File: config.mk
export PLATFORM = sky130hd
export DESIGN_NAME = prime_counter_trial_division_unit
export DESIGN_NICKNAME = d
export VERILOG_FILES = /design/src/sv/pctd_pkg.sv /design/src/sv/prime_counter_trial_division_unit.sv
export SDC_FILE = /design/constraint.sdc
export NUM_CORES = 1
export LEC_CHECK = 0
export BUFFER_PORTS_ARGS = -buffer_cell sky130_fd_sc_hd__buf_2
export CORE_AREA = 5 5 174 260
export DETAILED_ROUTE_END_ITERATION = 16
export DIE_AREA = 0 0 179 265
export RECOVER_POWER = 25
export SLEW_MARGIN = 5
export SYNTH_ARGS = -nofsm -noshare
export SYNTH_HDL_FRONTEND = slang
export SYNTH_SLANG_ARGS = --single-unit
File: constraint.sdc
create_clock -name clk -period 6.1 [get_ports clk]
set_clock_uncertainty 0.05 [all_clocks]
set_input_delay 1.22 -clock clk [delete_from_list [all_inputs] [get_ports clk]]
set_output_delay 1.22 -clock clk [all_outputs]
set_load 0.005 [all_outputs]
File: src/sv/pctd_pkg.sv
// Package for the prime counter by trial division.
// Holds the field widths, reset constants and start values shared by the top level.
// No dependencies.
package pctd_pkg;

  // Widths of the register and result fields
  localparam int LIMIT_W = 31;
  localparam int COUNT_W = 27;

  // Default limit width handed to the top level
  localparam int LIMIT_BITS_DEF = 31;

  // Limit after reset
  localparam logic [LIMIT_W-1:0] RESET_LIMIT = 31'd1000000000;

  // First candidate and first divisor
  localparam int FIRST_CAND = 2;
  localparam int FIRST_DIV  = 2;

endpackage

File: src/sv/prime_counter_trial_division_unit.sv
// Prime counter by trial division, top level.
// Depends on pctd_pkg for widths and reset constants.
//
// Usage:
//   Write upper_limit through upper_limit_wr_en while the block is idle; it
//   resets to 1000000000 (low LIMIT_BITS bits kept). A word on the input
//   channel (in_valid, in_stall, start_req) with start_req high counts the
//   primes n with 2 <= n < upper_limit and returns the count as one word on
//   the output channel (out_valid, out_stall, prime_count). A word with
//   start_req low returns the count of the last run (0 after reset) by way
//   of S_EMIT, where out_valid rises once the output register is free.
//   Each candidate passes through S_NEXT and S_CHECK; each divisor tried
//   adds a check in S_CHECK and a bit-serial remainder in S_DIVIDE that
//   takes one dividend bit per cycle; the run ends in S_EMIT. Candidates
//   are walked one after the other, so one request is in flight at a time;
//   in_stall is high from acceptance until the result is loaded into the
//   output register.
//   A new word may be accepted while the previous result still waits.
//   When the receiver stalls, the result holds in the output register and
//   a finished run waits for the register to free up.
//   Reset (rst, synchronous) clears the count, drops out_valid and returns
//   the sequencer to idle.
module prime_counter_trial_division_unit #(
  parameter int LIMIT_BITS = pctd_pkg::LIMIT_BITS_DEF
) (
  input  logic                         clk,
  input  logic                         rst,
  // Configuration
  input  logic                         upper_limit_wr_en,
  input  logic [LIMIT_BITS-1:0]        upper_limit,
  // Input channel
  input  logic                         in_valid,
  output logic                         in_stall,
  input  logic                         start_req,
  // Output channel
  output logic                         out_valid,
  input  logic                         out_stall,
  output logic [pctd_pkg::COUNT_W-1:0] prime_count
);

  localparam int DIV_BITS = (LIMIT_BITS + 2) / 2;
  localparam int SQ_BITS  = 2 * DIV_BITS;
  localparam int REM_BITS = DIV_BITS + 1;
  localparam int CNT_BITS = $clog2(LIMIT_BITS + 1);
  localparam int COUNT_W  = pctd_pkg::COUNT_W;
  localparam logic [pctd_pkg::LIMIT_W-1:0] RESET_FULL = pctd_pkg::RESET_LIMIT;

  typedef enum logic [2:0] {
    S_IDLE,
    S_NEXT,
    S_CHECK,
    S_DIVIDE,
    S_EMIT
  } state_t;

  state_t                state;
  logic [LIMIT_BITS-1:0] limit_reg;
  logic [LIMIT_BITS-1:0] candidate;
  logic [LIMIT_BITS-1:0] dividend;
  logic [DIV_BITS-1:0]   divisor;
  logic [SQ_BITS-1:0]    div_sq;
  logic [REM_BITS-1:0]   remainder;
  logic [CNT_BITS-1:0]   bit_cnt;
  logic [COUNT_W-1:0]    running_count;

  logic                  in_acc;
  logic                  out_free;
  logic [REM_BITS-1:0]   rem_shift;
  logic [REM_BITS-1:0]   rem_next;
  logic [SQ_BITS-1:0]    sq_next;
  logic [SQ_BITS-1:0]    cand_ext;

  assign in_stall = (state != S_IDLE);
  assign in_acc   = in_valid && !in_stall;
  assign out_free = !out_valid || !out_stall;

  // One restoring-division step: bring in the next dividend bit
  assign rem_shift = {remainder[REM_BITS-2:0], dividend[LIMIT_BITS-1]};
  assign rem_next  = (rem_shift >= {1'b0, divisor}) ?
                     (rem_shift - {1'b0, divisor}) : rem_shift;

  // (d+1)^2 = d^2 + 2d + 1
  assign sq_next  = div_sq + {{(SQ_BITS-DIV_BITS-1){1'b0}}, divisor, 1'b1};
  assign cand_ext = {{(SQ_BITS-LIMIT_BITS){1'b0}}, candidate};

  // Configuration register
  always_ff @(posedge clk) begin
    if (rst) begin
      limit_reg <= RESET_FULL[LIMIT_BITS-1:0];
    end else if (upper_limit_wr_en) begin
      limit_reg <= upper_limit;
    end
  end

  // Sequencer, datapath and output register
  always_ff @(posedge clk) begin
    if (rst) begin
      state         <= S_IDLE;
      running_count <= '0;
      out_valid     <= 1'b0;
      candidate     <= '0;
      divisor       <= '0;
    end else begin
      // Drop the word once taken, unless a new one is loaded below
      if (out_valid && !out_stall && state != S_EMIT) begin
        out_valid <= 1'b0;
      end
      unique case (state)
        S_IDLE: begin
          if (in_acc) begin
            if (start_req) begin
              candidate     <= LIMIT_BITS'(pctd_pkg::FIRST_CAND);
              running_count <= '0;
              state         <= S_NEXT;
            end else begin
              state <= S_EMIT;
            end
          end
        end
        // Start trials on a candidate, or finish at the limit
        S_NEXT: begin
          if (candidate >= limit_reg) begin
            state <= S_EMIT;
          end else begin
            divisor <= DIV_BITS'(pctd_pkg::FIRST_DIV);
            div_sq  <= SQ_BITS'(pctd_pkg::FIRST_DIV * pctd_pkg::FIRST_DIV);
            state   <= S_CHECK;
          end
        end
        // Divisor past the square root: candidate is prime; else start a remainder
        S_CHECK: begin
          if (div_sq > cand_ext) begin
            running_count <= running_count + COUNT_W'(1);
            candidate     <= candidate + LIMIT_BITS'(1);
            state         <= S_NEXT;
          end else begin
            remainder <= '0;
            dividend  <= candidate;
            bit_cnt   <= CNT_BITS'(LIMIT_BITS);
            state     <= S_DIVIDE;
          end
        end
        // Bit-serial remainder, one dividend bit per cycle
        S_DIVIDE: begin
          remainder <= rem_next;
          dividend  <= {dividend[LIMIT_BITS-2:0], 1'b0};
          bit_cnt   <= bit_cnt - CNT_BITS'(1);
          if (bit_cnt == CNT_BITS'(1)) begin
            if (rem_next == '0) begin
              candidate <= candidate + LIMIT_BITS'(1);
              state     <= S_NEXT;
            end else begin
              divisor <= divisor + DIV_BITS'(1);
              div_sq  <= sq_next;
              state   <= S_CHECK;
            end
          end
        end
        // Load the result once the output register is free
        S_EMIT: begin
          if (out_free) begin
            prime_count <= running_count;
            out_valid   <= 1'b1;
            state       <= S_IDLE;
          end
        end
        default: state <= S_IDLE;
      endcase
    end
  end

endmodule
==> metrics.md <==
| Metric | Value |
|---|---|
| RSZ-0062 raised after global routing | false |
| VDD IR max | ~160 uV |
| Reg with most FFs | div_sq |
| Root Driver | clkbuf_16 |
| Post-layout util | between 30% and 40% |
| Mapped Nets | ~1500 |
| Crit end category | flip-flop |
| Fin. max-slew vios | 44 |
| Total power | between 3 and 4 mW |
| Outcome | complete, but fails checks |
| DRC | 0 |
| Most frequent cell on the critical path | nand2b_1 |
| Fillers | approximately 4400 |
| Fin crit share | 75.5% |
| Sequential fraction of the synthesis area | a little over two fifths |
| Nature of the critical path startpoint | flip-flop |
| Number of diodes | 0 |
| Worst-path clk slew | around 0.07 ns |
| Max Freq | between 200 and 250 MHz |
| Post-synth top area share | between 20% and 30% |
| IO Pins | 66 |
| Design area | ~0.014 mm2 |
| Setup TNS | 0 ns |
| WL met2 | 17300 um |
| Worst Tran Pin Value | approximately 2.3 ns |
| Cell count after synthesis | 1357 |
| Synth area leaders | edfxtp_1, dfxtp_1, ha_1 |
| Power density over cell area | about 220 mW/mm2 |
| DR top layer | met4 |
| Final ANT Viol Nets | 0 |
| Min-delay worst type | flip-flop to flip-flop |
| Post-synth cell types | 79 |
| Slew HR | -55.6% |
| Pre-CTS WS | about 1.6 ns |
| Synth-to-layout area growth | 12.4% |
| Maximum clock path buffer count | 3 |
| Warnings from Yosys | 0 |
| Max FFs per register | 32 |
| TritonCTS clock tree | yes |
| DIE WIDTH | about 180 um |
| Max cap viols | 1 |
| Fraction of layout cells with a size suffix above 1 | a little under a tenth |
| Routed WL | around 32000 um |
| Routed len/inst | about 16 um |
| Cells along the critical path | inv_1, ha_1, nand4_1, o41ai_2, nand2b_1, nor3_1, o2111ai_1, nand2b_1, nand3b_1, a21oi_1 |
| Clk Latency, worst-skew pair | between 0.5 and 0.6 ns |
| First-pass GRT wire length | between 50000 and 60000 um |
| WL met3 | between 1000 and 1500 um |
| Number of global-route vias before repair | between 9000 and 10000 |
| Port Buffer Count | 65 |
| Grt total ovfl | 0 |
| DRT iter0 DRCs | ~560 |
| Met1 WL | ~13000 um |
| Max H-tree Level | 1 |
| Hold Fails Final Rpt | 0 |
| Avg Inst Size Synth | a little over 9 um2 |
| Post-CTS setup buffers | 0 |
| Fin crit period | 4.61 ns |
| Failing checks | capacitance limit, slew limit |
| Worst EP required | 6.47 ns |
| GR Util All Layers | between 10% and 20% |
| Cts-stage hold buffer count | 0 |
| Cell area after synthesis | 0.0127 mm2 |
| Crit path largest cell delay | 0.81 ns |
| Die area | about 0.047 mm2 |
| Die height | about 270 um |
| Clock sink count | 220 |
| Post-synth EDFFs | between 100 and 150 |
| Post-CTS sizing | 0 |
| Final setup vio count | 0 |
| Row Count | between 90 and 100 |
| Hpwl dp | 24000 um |
| GP Congestion | about 0.85 |
| Largest net degree at the start of global routing | between 70 and 80 |
| Worst-path fanout max | 21 |
| Core ar. | between 0.04 and 0.05 mm2 |
| Ys flop type | edfxtp_1 |
| Final WS setup | ~1.5 ns |
| Via/cell ratio | ~5.1 |
| WS Path Type | flip-flop to flip-flop |
| Post-layout nets | around 1500 |
| Initial antenna violation count | 0 |
| Async set or reset register ratio after synthesis | 0% |
| CTS Buf Count | 22 |
| Synth area leader | edfxtp_1 |
| DRT Pass-1 Iters | 5 |
| Initial Util | between 20 and 30% |
| CP arrival | approximately 5 ns |
| Routed vias | between 10000 and 15000 |
| Leak | around 5.5 nW |
| Dpl cell area | between 0.01 and 0.015 mm2 |
| Seq cells post-synth | 220 |
| CP max stage cell | nand2b_1 |
==> layer usage <==
layer	GRT usage [%]	vias to the layer above
met4	5.50	0
met5	0	-
met3	1.47	64
li1	-	5016
met2	25.7	181
met1	14.2	4851
==> logic make-up after synthesis <==
group	synth area share, %
xor+xnor	4.07
buf+inv	4.81
simple gates	17.7
flops	43.5
compound gates	17.2
fa+ha+maj	10.1
mux	2.69
==> layout by cell type, fill, tap and decap left out, types with 34 or more instances in the layout <==
cell / Yosys / layout
a21oi_1: 80 / 80
buf_2: 5 / 59
dfxtp_1: 109 / 109
edfxtp_1: 111 / 111
ha_1: 99 / 99
inv_1: 102 / 102
nand2_1: 107 / 106
nand3_1: 53 / 53
nor2_1: 142 / 141
o21ai_0: 74 / 74
xor2_1: 34 / 34
==> path summary, 6_finish.rpt <==
path	from	to	slack (ns)	depth (start not counted)
hold reg to reg	running_count[20]$_SDFFE_PP0P_	prime_count[20]$_DFFE_PP_	0.40	0
setup reg to reg	divisor[9]$_SDFFE_PP0P_	divisor[13]$_SDFFE_PP0P_	1.49	10
hold / removal	running_count[20]$_SDFFE_PP0P_	prime_count[20]$_DFFE_PP_	0.40	0
setup / recovery	divisor[9]$_SDFFE_PP0P_	divisor[13]$_SDFFE_PP0P_	1.49	10
==> synthesized netlist by cell type (3+ instances only) <==
cell         n
and3_1      32
ha_1        99
o2111ai_1    3
o31a_1       3
nand2b_1    10
o211ai_1    32
a22oi_1      3
nand4_1     30
a211o_1      3
and2_1       9
and4_1       3
a31o_2       3
nor3b_1      3
o31ai_1     13
nand3b_1    10
or4_1        6
o41ai_2      5
o21ai_1      4
a31oi_1     18
nor2b_1     13
o21a_1       9
buf_1        6
a21o_1      24
o21ai_0     74
or3_1        3
a211oi_1    14
clkbuf_1    36
dfxtp_1    109
inv_1      102
a21oi_1     80
xnor2_1     25
buf_2        5
nor3_1      24
nand2_1    107
nor2_1     142
mux2i_1     33
edfxtp_1   111
buf_6        3
o22ai_1     11
nand3_1     53
xor2_1      34
nor4_1       6
==> critical path, delay by kind of cell (launching register included) <==
| kind | cells | cell delay, ns |
|---|---|---|
| flops | 1 | 0.44 |
| compound gates | 3 | 1.51 |
| buf+inv | 1 | 0.10 |
| fa+ha+maj | 1 | 0.46 |
| simple gates | 5 | 1.95 |
==> cell type report <==
cell class | instances | area [um2] | area share [%]
multi-input cells | 983 | 6570 | 46.1
repair buffers | 75 | 385 | 2.70
clock buffers | 30 | 611 | 4.28
clock inverters | 10 | 78.8 | 0.553
inverters | 103 | 387 | 2.71
flip-flops and latches | 220 | 5520 | 38.7
well taps | 570 | 713 | 5.00
==> report_power, final <==
group	internal, mW	switching (mW)	total, mW	leakage [nW]
Combinational	0.0669	0.117	0.184	3.28
Clock	0.711	0.597	1.31	0.342
Sequential	1.57	0.0179	1.59	1.91
Total	2.35	0.733	3.08	5.53
==> stage by stage <==
stage | hold slack, ns | instances
5_1_grt | 0.419 | 1991
3_5_place_dp | 0.384 | 1951
6_report | 0.399 | 1991
4_1_cts | 0.399 | 1991
2_1_floorplan | 0.358 | 1357
3_3_place_gp | 0.374 | 1951
Note: power is estimated with default switching activity, not from simulation.
